`src/hdl/klt_pkg.sv`:
```
// Package for the keyword lexer: transfer structs, token codes and character helpers.
// No dependencies; used by the lexer top level and its checker.
package klt_pkg;

    localparam int MAX_WORD_DEF = 32;

    localparam logic [4:0] TYPE_INT32    = 5'd0;
    localparam logic [4:0] TYPE_BOOL     = 5'd1;
    localparam logic [4:0] TYPE_RETURN   = 5'd2;
    localparam logic [4:0] TYPE_PLUS     = 5'd3;
    localparam logic [4:0] TYPE_MINUS    = 5'd4;
    localparam logic [4:0] TYPE_SLASH    = 5'd5;
    localparam logic [4:0] TYPE_ASSIGN   = 5'd6;
    localparam logic [4:0] TYPE_GREATER  = 5'd7;
    localparam logic [4:0] TYPE_LESS     = 5'd8;
    localparam logic [4:0] TYPE_SEMI     = 5'd9;
    localparam logic [4:0] TYPE_COMMA    = 5'd10;
    localparam logic [4:0] TYPE_LPAREN   = 5'd11;
    localparam logic [4:0] TYPE_RPAREN   = 5'd12;
    localparam logic [4:0] TYPE_LBRACE   = 5'd13;
    localparam logic [4:0] TYPE_RBRACE   = 5'd14;
    localparam logic [4:0] TYPE_NUMBER   = 5'd15;
    localparam logic [4:0] TYPE_IDENT    = 5'd16;
    localparam logic [4:0] TYPE_BAD_OP   = 5'd17;
    localparam logic [4:0] TYPE_BAD_CHAR = 5'd18;

    localparam logic [0:0] KIND_TOKEN = 1'b0;
    localparam logic [0:0] KIND_CHAR  = 1'b1;

    localparam logic [7:0] CH_TAB     = 8'h09;
    localparam logic [7:0] CH_NEWLINE = 8'h0A;
    localparam logic [7:0] CH_SPACE   = 8'h20;

    localparam logic [47:0] KW_TXT_INT32  = "int32";
    localparam logic [47:0] KW_TXT_BOOL   = "bool";
    localparam logic [47:0] KW_TXT_RETURN = "return";

    typedef enum logic [1:0] {
        CLASS_NONE   = 2'd0,
        CLASS_DIGITS = 2'd1,
        CLASS_IDENT  = 2'd2
    } word_class_t;

    typedef struct packed {
        logic [7:0] ch;
        logic       end_of_text;
    } in_item_t;

    typedef struct packed {
        logic        kind;
        logic [4:0]  token_type;
        logic [15:0] line;
        logic [15:0] column;
        logic [7:0]  value_char;
        logic        too_long;
        logic        last;
    } out_item_t;

    function automatic logic is_digit(input logic [7:0] c);
        is_digit = (c >= 8'd48) && (c <= 8'd57);
    endfunction

    function automatic logic is_alpha(input logic [7:0] c);
        is_alpha = ((c >= 8'd65) && (c <= 8'd90)) || ((c >= 8'd97) && (c <= 8'd122));
    endfunction

    function automatic logic is_punct(input logic [7:0] c);
        is_punct = ((c >= 8'd33) && (c <= 8'd47)) || ((c >= 8'd58) && (c <= 8'd64)) ||
                   ((c >= 8'd91) && (c <= 8'd96)) || ((c >= 8'd123) && (c <= 8'd126));
    endfunction

    function automatic logic [15:0] sat_inc(input logic [15:0] v);
        sat_inc = (v == 16'hFFFF) ? v : v + 16'd1;
    endfunction

    function automatic logic [4:0] punct_type(input logic [7:0] c);
        unique case (c)
            8'h2B:   punct_type = TYPE_PLUS;
            8'h2D:   punct_type = TYPE_MINUS;
            8'h2F:   punct_type = TYPE_SLASH;
            8'h3D:   punct_type = TYPE_ASSIGN;
            8'h3E:   punct_type = TYPE_GREATER;
            8'h3C:   punct_type = TYPE_LESS;
            8'h3B:   punct_type = TYPE_SEMI;
            8'h2C:   punct_type = TYPE_COMMA;
            8'h28:   punct_type = TYPE_LPAREN;
            8'h29:   punct_type = TYPE_RPAREN;
            8'h7B:   punct_type = TYPE_LBRACE;
            8'h7D:   punct_type = TYPE_RBRACE;
            default: punct_type = TYPE_BAD_OP;
        endcase
    endfunction

    // Character p of multi-character keyword k, zero past its end.
    function automatic logic [7:0] kw_char(input logic [1:0] k, input logic [2:0] p);
        logic [47:0] txt;
        logic [2:0]  n;
        logic [2:0]  pos;
        unique case (k)
            TYPE_INT32[1:0]:  begin txt = KW_TXT_INT32;  n = 3'd5; end
            TYPE_BOOL[1:0]:   begin txt = KW_TXT_BOOL;   n = 3'd4; end
            TYPE_RETURN[1:0]: begin txt = KW_TXT_RETURN; n = 3'd6; end
            default:          begin txt = '0;            n = 3'd0; end
        endcase
        pos = n - 3'd1 - p;
        if (p < n) begin
            kw_char = txt[{pos, 3'b000} +: 8];
        end else begin
            kw_char = 8'h00;
        end
    endfunction

endpackage

```
`src/hdl/keyword_lexer_tokenizer.sv`:
```
// Keyword lexer top level: character stream in, value characters and tokens out.
// Depends on klt_pkg. A character that extends a word is taken in ST_IDLE; any other
// character or an end item passes ST_IDLE, then ST_TOKEN if it ends a keyword, or
// ST_READ and ST_CHAR per value character then ST_TOKEN if it ends a number or
// identifier, then ST_AFTER; an output stall holds each emitting state. Input is taken
// only in ST_IDLE. Reset (aresetn low, synchronous) clears counters, word state, m_valid.
module keyword_lexer_tokenizer #(
    parameter int MAX_WORD = klt_pkg::MAX_WORD_DEF
) (
    input  logic               aclk,
    input  logic               aresetn,
    input  logic               s_valid,
    output logic               s_ready,
    input  klt_pkg::in_item_t  s_data,
    output logic               m_valid,
    input  logic               m_ready,
    output klt_pkg::out_item_t m_data
);

    localparam int LEN_W = $clog2(MAX_WORD + 1);
    localparam int IDX_W = $clog2(MAX_WORD);

    typedef enum logic [4:0] {
        ST_IDLE  = 5'b00001,
        ST_READ  = 5'b00010,
        ST_CHAR  = 5'b00100,
        ST_TOKEN = 5'b01000,
        ST_AFTER = 5'b10000
    } state_t;

    state_t               state_reg, state_next;
    klt_pkg::word_class_t class_reg, class_next;
    logic [LEN_W-1:0]     len_reg, len_next;
    logic                 ovf_reg, ovf_next;
    logic [2:0]           kw_flags_reg, kw_flags_next;
    logic [15:0]          line_reg, line_next;
    logic [15:0]          col_reg, col_next;
    logic [15:0]          start_col_reg, start_col_next;
    logic [7:0]           pend_ch_reg, pend_ch_next;
    logic                 pend_eot_reg, pend_eot_next;
    logic [4:0]           tok_type_reg, tok_type_next;
    logic [IDX_W-1:0]     rd_idx_reg, rd_idx_next;
    logic [7:0]           rd_data_reg;
    logic [7:0]           word_mem_reg [MAX_WORD];
    logic                 m_valid_reg;
    klt_pkg::out_item_t   m_data_reg;

    logic                 wr_en;
    logic [IDX_W-1:0]     wr_addr;
    logic [7:0]           wr_data;
    logic                 emit;
    klt_pkg::out_item_t   emit_data;
    logic                 out_free;
    logic                 extend;
    logic                 kw_hit;
    logic [4:0]           kw_type;
    logic                 pend_blank;
    logic                 pend_alnum;
    logic                 pend_emits;
    logic                 short_len;

    assign out_free = !m_valid_reg || m_ready;
    assign s_ready  = (state_reg == ST_IDLE);
    assign m_valid  = m_valid_reg;
    assign m_data   = m_data_reg;

    assign extend = !s_data.end_of_text &&
        ((class_reg == klt_pkg::CLASS_DIGITS && klt_pkg::is_digit(s_data.ch)) ||
         (class_reg == klt_pkg::CLASS_IDENT &&
          (klt_pkg::is_alpha(s_data.ch) || klt_pkg::is_digit(s_data.ch))));

    assign short_len = (len_reg[LEN_W-1:3] == '0);

    always_comb begin
        kw_hit  = 1'b1;
        kw_type = klt_pkg::TYPE_INT32;
        if (kw_flags_reg[0] && len_reg == LEN_W'(5)) begin
            kw_type = klt_pkg::TYPE_INT32;
        end else if (kw_flags_reg[1] && len_reg == LEN_W'(4)) begin
            kw_type = klt_pkg::TYPE_BOOL;
        end else if (kw_flags_reg[2] && len_reg == LEN_W'(6)) begin
            kw_type = klt_pkg::TYPE_RETURN;
        end else begin
            kw_hit = 1'b0;
        end
    end

    assign pend_blank = (pend_ch_reg == klt_pkg::CH_NEWLINE) ||
                        (pend_ch_reg == klt_pkg::CH_SPACE) ||
                        (pend_ch_reg == klt_pkg::CH_TAB);
    assign pend_alnum = klt_pkg::is_alpha(pend_ch_reg) || klt_pkg::is_digit(pend_ch_reg);
    assign pend_emits = !pend_eot_reg && !pend_blank && !pend_alnum;

    always_comb begin
        state_next     = state_reg;
        class_next     = class_reg;
        len_next       = len_reg;
        ovf_next       = ovf_reg;
        kw_flags_next  = kw_flags_reg;
        line_next      = line_reg;
        col_next       = col_reg;
        start_col_next = start_col_reg;
        pend_ch_next   = pend_ch_reg;
        pend_eot_next  = pend_eot_reg;
        tok_type_next  = tok_type_reg;
        rd_idx_next    = rd_idx_reg;
        wr_en          = 1'b0;
        wr_addr        = len_reg[IDX_W-1:0];
        wr_data        = s_data.ch;
        emit           = 1'b0;
        emit_data      = '0;

        unique case (state_reg)
            ST_IDLE: begin
                if (s_valid) begin
                    if (extend) begin
                        if (len_reg < LEN_W'(MAX_WORD)) begin
                            wr_en    = 1'b1;
                            len_next = len_reg + LEN_W'(1);
                            for (int k = 0; k < 3; k++) begin
                                kw_flags_next[k] = kw_flags_reg[k] && short_len &&
                                    (s_data.ch == klt_pkg::kw_char(2'(k), len_reg[2:0]));
                            end
                        end else begin
                            ovf_next = 1'b1;
                        end
                        col_next = klt_pkg::sat_inc(col_reg);
                    end else begin
                        pend_ch_next  = s_data.ch;
                        pend_eot_next = s_data.end_of_text;
                        if (class_reg != klt_pkg::CLASS_NONE) begin
                            if (kw_hit) begin
                                tok_type_next = kw_type;
                                state_next    = ST_TOKEN;
                            end else begin
                                tok_type_next = (class_reg == klt_pkg::CLASS_DIGITS) ?
                                                klt_pkg::TYPE_NUMBER : klt_pkg::TYPE_IDENT;
                                rd_idx_next   = '0;
                                state_next    = ST_READ;
                            end
                        end else begin
                            state_next = ST_AFTER;
                        end
                    end
                end
            end
            ST_READ: begin
                state_next = ST_CHAR;
            end
            ST_CHAR: begin
                if (out_free) begin
                    emit                 = 1'b1;
                    emit_data.kind       = klt_pkg::KIND_CHAR;
                    emit_data.token_type = tok_type_reg;
                    emit_data.line       = line_reg;
                    emit_data.column     = start_col_reg;
                    emit_data.value_char = rd_data_reg;
                    emit_data.too_long   = ovf_reg;
                    if (LEN_W'(rd_idx_reg) + LEN_W'(1) == len_reg) begin
                        state_next = ST_TOKEN;
                    end else begin
                        rd_idx_next = rd_idx_reg + IDX_W'(1);
                        state_next  = ST_READ;
                    end
                end
            end
            ST_TOKEN: begin
                if (out_free) begin
                    emit                 = 1'b1;
                    emit_data.kind       = klt_pkg::KIND_TOKEN;
                    emit_data.token_type = tok_type_reg;
                    emit_data.line       = line_reg;
                    emit_data.column     = start_col_reg;
                    emit_data.too_long   = ovf_reg;
                    emit_data.last       = !pend_emits;
                    class_next           = klt_pkg::CLASS_NONE;
                    len_next             = '0;
                    ovf_next             = 1'b0;
                    state_next           = ST_AFTER;
                end
            end
            ST_AFTER: begin
                if (!pend_emits || out_free) begin
                    state_next = ST_IDLE;
                    if (pend_eot_reg) begin
                        line_next      = '0;
                        col_next       = '0;
                        start_col_next = '0;
                    end else if (pend_ch_reg == klt_pkg::CH_NEWLINE) begin
                        line_next = klt_pkg::sat_inc(line_reg);
                        col_next  = '0;
                    end else if (pend_blank) begin
                        col_next = klt_pkg::sat_inc(col_reg);
                    end else if (pend_alnum) begin
                        class_next     = klt_pkg::is_digit(pend_ch_reg) ?
                                         klt_pkg::CLASS_DIGITS : klt_pkg::CLASS_IDENT;
                        len_next       = LEN_W'(1);
                        ovf_next       = 1'b0;
                        start_col_next = col_reg;
                        col_next       = klt_pkg::sat_inc(col_reg);
                        wr_en          = 1'b1;
                        wr_addr        = '0;
                        wr_data        = pend_ch_reg;
                        for (int k = 0; k < 3; k++) begin
                            kw_flags_next[k] = (pend_ch_reg == klt_pkg::kw_char(2'(k), 3'd0));
                        end
                    end else begin
                        emit                 = 1'b1;
                        emit_data.kind       = klt_pkg::KIND_TOKEN;
                        emit_data.token_type = klt_pkg::is_punct(pend_ch_reg) ?
                                               klt_pkg::punct_type(pend_ch_reg) :
                                               klt_pkg::TYPE_BAD_CHAR;
                        emit_data.line       = line_reg;
                        emit_data.column     = col_reg;
                        emit_data.last       = 1'b1;
                        col_next             = klt_pkg::sat_inc(col_reg);
                    end
                end
            end
            default: begin
                state_next = ST_IDLE;
            end
        endcase
    end

    always_ff @(posedge aclk) begin
        if (!aresetn) begin
            state_reg     <= ST_IDLE;
            class_reg     <= klt_pkg::CLASS_NONE;
            len_reg       <= '0;
            ovf_reg       <= 1'b0;
            kw_flags_reg  <= '0;
            line_reg      <= '0;
            col_reg       <= '0;
            start_col_reg <= '0;
            pend_eot_reg  <= 1'b0;
            m_valid_reg   <= 1'b0;
        end else begin
            state_reg     <= state_next;
            class_reg     <= class_next;
            len_reg       <= len_next;
            ovf_reg       <= ovf_next;
            kw_flags_reg  <= kw_flags_next;
            line_reg      <= line_next;
            col_reg       <= col_next;
            start_col_reg <= start_col_next;
            pend_eot_reg  <= pend_eot_next;
            if (emit) begin
                m_valid_reg <= 1'b1;
            end else if (m_ready) begin
                m_valid_reg <= 1'b0;
            end
        end
    end

    always_ff @(posedge aclk) begin
        pend_ch_reg  <= pend_ch_next;
        tok_type_reg <= tok_type_next;
        rd_idx_reg   <= rd_idx_next;
        if (emit) begin
            m_data_reg <= emit_data;
        end
    end

    always_ff @(posedge aclk) begin
        if (wr_en) begin
            word_mem_reg[wr_addr] <= wr_data;
        end
        rd_data_reg <= word_mem_reg[rd_idx_reg];
    end

endmodule

```
`config.mk`:
```
export PLATFORM = sky130hd
export DESIGN_NAME = keyword_lexer_tokenizer
export DESIGN_NICKNAME = d
export VERILOG_FILES = /design/src/hdl/klt_pkg.sv /design/src/hdl/keyword_lexer_tokenizer.sv
export SDC_FILE = /design/constraint.sdc
export NUM_CORES = 1
export LEC_CHECK = 0
export ABC_CLOCK_PERIOD_IN_PS = 6660
export BUFFER_PORTS_ARGS = -buffer_cell sky130_fd_sc_hd__buf_2
export CAP_MARGIN = 20
export CORE_AREA = 2 2 225 227
export CTS_CLUSTER_SIZE = 12
export DETAILED_ROUTE_END_ITERATION = 16
export DIE_AREA = 0 0 227 229
export PLACE_DENSITY = 0.52
export SYNTH_ARGS = -nofsm -noshare
export SYNTH_HDL_FRONTEND = slang
export SYNTH_SLANG_ARGS = --single-unit
```
`constraint.sdc`:
```
create_clock -name aclk -period 6.66 [get_ports aclk]
set_clock_uncertainty 0.2 [all_clocks]
set_input_delay 1.332 -clock aclk [delete_from_list [all_inputs] [get_ports aclk]]
set_output_delay 1.332 -clock aclk [all_outputs]
set_load 0.05 [all_outputs]
```
# After elaboration in Yosys (flattened, before gate mapping)
# Memory sizes are Yosys's and may differ from the RTL's. A register that Yosys moved wholly into a read port is not among the register bits.
# Cells that the tools add are included.
# classes
order_cmp,27
n_eq_ne,52
bitwise,1
shift,6
add_sub_neg,14
reduce_logical,64
mux,216
# ops
cell,n
two-way mux 48 bit,30
two-way mux 8 bit,42
indexed part select 48 x 7 -> 8 bit,6
two-way mux 37 bit,6
two-way mux 16 bit,13
two-way mux 3 bit,38
case mux 38 bit (3 select lines),1
two-way mux 5 bit,21
"== test 8 x 6 -> 1 bit, second input constant",11
case mux 5 bit (12 select lines),1
"<= comparator 8 x 7 -> 1 bit, second input constant",7
two-way mux 6 bit,9
== test 8 bit,6
">= comparator 8 x 7 -> 1 bit, second input constant",6
two-way mux 47 bit,1
"adder 16 x 1 -> 16 bit, second input constant",2
"== test 16 bit, second input constant",2
">= comparator 8 x 6 -> 1 bit, second input constant",4
case mux 16 bit (2 select lines),1
two-way mux 1 bit,30
"inequality test 2 bit, second input constant",15
case mux 5 bit (5 select lines),1
"<= comparator 8 x 6 -> 1 bit, second input constant",3
logical AND 1 bit,24
42 further kinds,100
# totals
word_cells,401
input_bits,13
mem_bits_rw,256
mem_count,1
out_inout_bits,50
reg_bits,133
# mem_list
name,words,word_bits,read_ports,rd_ports_with_merged_regs,write_ports,line,rtl
word_mem_reg,32,8,1,1,1,keyword_lexer_tokenizer.sv:44,logic [7:0] word_mem_reg [MAX_WORD];

# Depth between registers and ports, before layout
# depth
depth_word,26
ltp_mapped,11
depth_no_buf,10

# Least setup slack after synthesis
# OpenSTA, ideal clock, no wires.
# synth_timing
path_type,in2reg
start,input s_data[7] in the netlist's numbering
end,"memory word_mem_reg[17][0], enable pin"
setup_time_ns,0.385
required_time_ns,6.075
t_arrival_ns,3.506
path_buffers,1
stages,6
setup_slack_ns,2.569
path_cell_list,clkbuf_1 -> nor4bb_1 -> a31oi_1 -> nor4_1 -> nand3_1 -> nor3b_1
# synth_via
elab_chain_cells,12
# synth_rtl
item,line,rtl
start: declaration,keyword_lexer_tokenizer.sv:14,"input klt_pkg::in_item_t s_data,"
>= comparator 8 x 7 -> 1 bit or <= comparator 8 x 7 -> 1 bit (tied branches),klt_pkg.sv:64,is_alpha = ((c >= 8'd65) && (c <= 8'd90)) || ((c >= 8'd97) && (c <= 8'd122));
logical AND 1 bit,klt_pkg.sv:64,
logical OR 1 bit,klt_pkg.sv:64,
logical OR 1 bit,keyword_lexer_tokenizer.sv:70,(klt_pkg::is_alpha(s_data.ch) || klt_pkg::is_digit(s_data.ch))));
logical AND 1 bit,keyword_lexer_tokenizer.sv:69,(class_reg == klt_pkg::CLASS_IDENT &&
logical OR 1 bit *,keyword_lexer_tokenizer.sv:68,((class_reg == klt_pkg::CLASS_DIGITS && klt_pkg::is_digit(s_data.ch)) ||
logical AND 1 bit *,keyword_lexer_tokenizer.sv:67,assign extend = !s_data.end_of_text &&
two-way mux 1 bit *,keyword_lexer_tokenizer.sv:116,if (extend) begin
two-way mux 1 bit *,keyword_lexer_tokenizer.sv:115,if (s_valid) begin
case mux 1 bit (2 select lines) *,keyword_lexer_tokenizer.sv:113,unique case (state_reg)
two-way mux 1 bit *,keyword_lexer_tokenizer.sv:266,if (wr_en) begin
two-way mux 1 bit (not written as such) *,keyword_lexer_tokenizer.sv:267,word_mem_reg[wr_addr] <= wr_data;
end: declaration,keyword_lexer_tokenizer.sv:44,
# Every way passes the cells marked *; elsewhere a longest branch is shown, timed or not.

# Worst setup path in the final report
# layout_timing
start,input s_data[5] in the netlist's numbering
end,"memory word_mem_reg[16][2], enable pin"
# Same word-level chain as after synthesis.

==> reports/results.txt <==
Status: finished clean
Synth top area share: 0.559
Setup CP Type: in -> reg
Die area: 52000 µm²
Crit. End Element: flip-flop
Via count: 11000
Most used cell, CP: buf_2
Crit-path max FO: 13
CTS tree: yes
Fraction of the cycle the final worst path needs: 0.678
Final Slew Violations: 0
Reg-to-reg startpoint: state_reg[3]
Worst path bufs/invs: 2
Predominant post-synthesis flop cell: edfxtp_1
Synth cell count leaders: edfxtp_1, nand2_1, nor2_1, dfxtp_1, mux2i_1
Crit path arrival time: 4.58 ns
Vias in the first global route: 10600
Top-count cell post-synth: edfxtp_1
Initial antenna violation count: 1
Num ports: 63
Slew margin rel.: 0.349
Synth area leader: edfxtp_1
Least-Margin Pin Slew: 0.975 ns
Cell family with most CP delay: simple AND/OR/NAND/NOR gates
Postcts setup bufs: 0
Number of flip-flops in the largest register: 256
Worst-skew pair later-pin latency: 0.57 ns
Residual DRC: 0
Post-Syn Area: 17200 µm²
Met1 Use GR: 0.245
Gate Count Post-Synth: 1258
Port Buffers: 62
Starting density of the core: 0.347
WHS Path Cells: 1
Hold path endpoint: start_col_reg[5]
Number of setup violations in the final report: 0
CTS root buf: clkbuf_16
Total GRT Usage: 0.170
Register area share after synthesis: 0.646
Worst min path class: reg -> reg
Wire per inst: 21.9 µm
CP max stage delay: 0.81 ns
Met3 Track Usage GR: 0.0360
Final net count: 1342
DIE HEIGHT: 229 µm
Max rail drop VDD: 0.151 mV
Layout cell share with drive strength beyond 1: 0.156
First-pass GRT wire length: 66.3 mm
Antenna Violating Nets Remaining: 0
Crit path required time: 6.73 ns
Worst r2r dst: word_mem_reg[16][2]
Hold Violations, Final: 0
Unrepaired setup endpoints after global routing: false
F_max: 0.222 GHz
Setup_tns: 0 ns
Iteration count of the initial detailed-routing pass: 5
Post-synth ARST share: 0
H-tree levels: 2
Area of the core: 49700 µm²
Die X-Extent: 227 µm
Clk slew on worst S/H paths: 0.06 ns
Post-place setup slack: 1.37 ns
Post-CTS sizing: 0
GR Overflow Total: 0
Ys Warns: 0
P_leak: 6.77 nW
Crit-path cells: buf_2 -> a21boi_0 -> o22ai_1 -> nor4_1 -> nand3_1 -> nor3b_1 -> buf_2
R2R Setup Slk: 2.64 ns
Synth unique cells: 83
Post-DP HPWL: 28.9 mm
Max-Cap Viols: 0
Syn nets: 1284
Num rows: 82
DR iter-0 viols: 823
Post-route cell area: 19700 µm²
Max Buffers Root-to-Sink: 3
Top post-synthesis cells by area: edfxtp_1, dfxtp_1, mux2i_1
Average cell area after synthesis: 13.7 µm²
Largest net degree at the start of global routing: 65
Flops & latches, synth: 396
Worst r2r path cells: 6
Routed wire length: 44.3 mm
Hold Crit Start: start_col_reg[5]
Startpoint types: primary input
# clock sinks: 396
Routability cong.: 0.839
Placed cell area: 18200 µm²
DR vias/cell: 5.44
Post-layout min period: 4.51 ns
PnR worst setup slack: 2.15 ns
Slowest-stage cell, CP: nand3_1
Grt met2 use: 0.259
Post-synth EDFFs: 321
Cts hold-fix bufs: 0
P per Cell Area: 272 nW/µm²
CTS Buf Count: 43
Most crowded layer after global routing: met2
Synth-to-layout area growth: 14.0%
kinds of logic after synthesis:
| group | after synthesis | share of synthesized area |
|---|---|---|
| buffers and inverters | 91 | 0.0222 |
| adder cells (fa/ha/maj) | 13 | 0.00944 |
| flip-flops | 396 | 0.646 |
| AND/OR/NAND/NOR | 368 | 0.111 |
| AO/OA/AOI/OAI | 252 | 0.109 |
| XOR/XNOR | 30 | 0.0152 |
| multiplexers | 108 | 0.0862 |
worst reg2reg max path, stage by stage, from the launching register on:
cell	delay, ns
dfxtp_1	0.42
nor2_1	0.31
nand4_1	0.23
nor4_1	0.77
nand3_1	0.81
nor3b_1	0.70
buf_2	0.29
cells in the final DEF, fill, tap and decap left out, drive strengths merged, types with 8 or more instances in the layout:
cell type / instances
clkinv: 11
mux4: 32
edfxtp: 321
nand3: 24
xor2: 10
nor2: 88
nor3: 31
and2: 35
inv: 23
buf: 80
a31oi: 8
a21oi: 47
and3: 13
ha: 13
a211oi: 11
o221ai: 43
nor2b: 8
o31ai: 12
dfxtp: 75
mux2i: 73
nand2: 93
or4: 13
o22ai: 12
xnor2: 20
nor4: 11
o21ai: 37
clkbuf: 66
a22o: 34
nand4: 11
metal layers:
| layer | part of all wire | vias up |
|---|---|---|
| met5 | 0.00023 | - |
| met4 | 0.021 | 2 |
| met3 | 0.065 | 62 |
| met2 | 0.45 | 360 |
| met1 | 0.46 | 5539 |
| li1 | - | 5052 |
cell type report:
| cell class | instances | area (µm²) |
|---|---|---|
| antenna | 1 | 2.50 |
| clock buffer | 65 | 1260 |
| clock inverter | 14 | 133 |
| fill | 4635 | 30000 |
| inverter | 23 | 86.3 |
| multi-input combinational | 771 | 5740 |
| sequential | 396 | 11100 |
| tap | 672 | 841 |
| timing repair buffer | 81 | 445 |
report_power, final:
part	leakage (nW)	switching, mW	internal (mW)
clock	0.681	0.955	1.38
combinational	2.63	0.207	0.0663
sequential	3.46	0.0324	2.70
total	6.77	1.19	4.15
how the worst max path moves through the flow:
stage               startpoint                  end  cells past startpoint
CTS                  s_data[5]  word_mem_reg[16][7]                      6
finish               s_data[5]  word_mem_reg[16][2]                      7
floorplan            s_data[7]  word_mem_reg[17][0]                      6
detailed placement   s_data[5]  word_mem_reg[16][1]                      6
global placement     s_data[5]  word_mem_reg[17][5]                      6
global route         s_data[5]  word_mem_reg[17][5]                      7
per-stage QoR:
step,power [mW],util,hold slack [ns],std cells
finish,5.34,0.396,0.278,2023
global placement,3.06,0.367,0.257,1940
CTS,5.40,0.395,0.277,2019
detailed placement,3.06,0.367,0.257,1940
global route,5.51,0.396,0.290,2022
floorplan,2.96,-,0.232,1258
(Power assumes the default switching activity.)
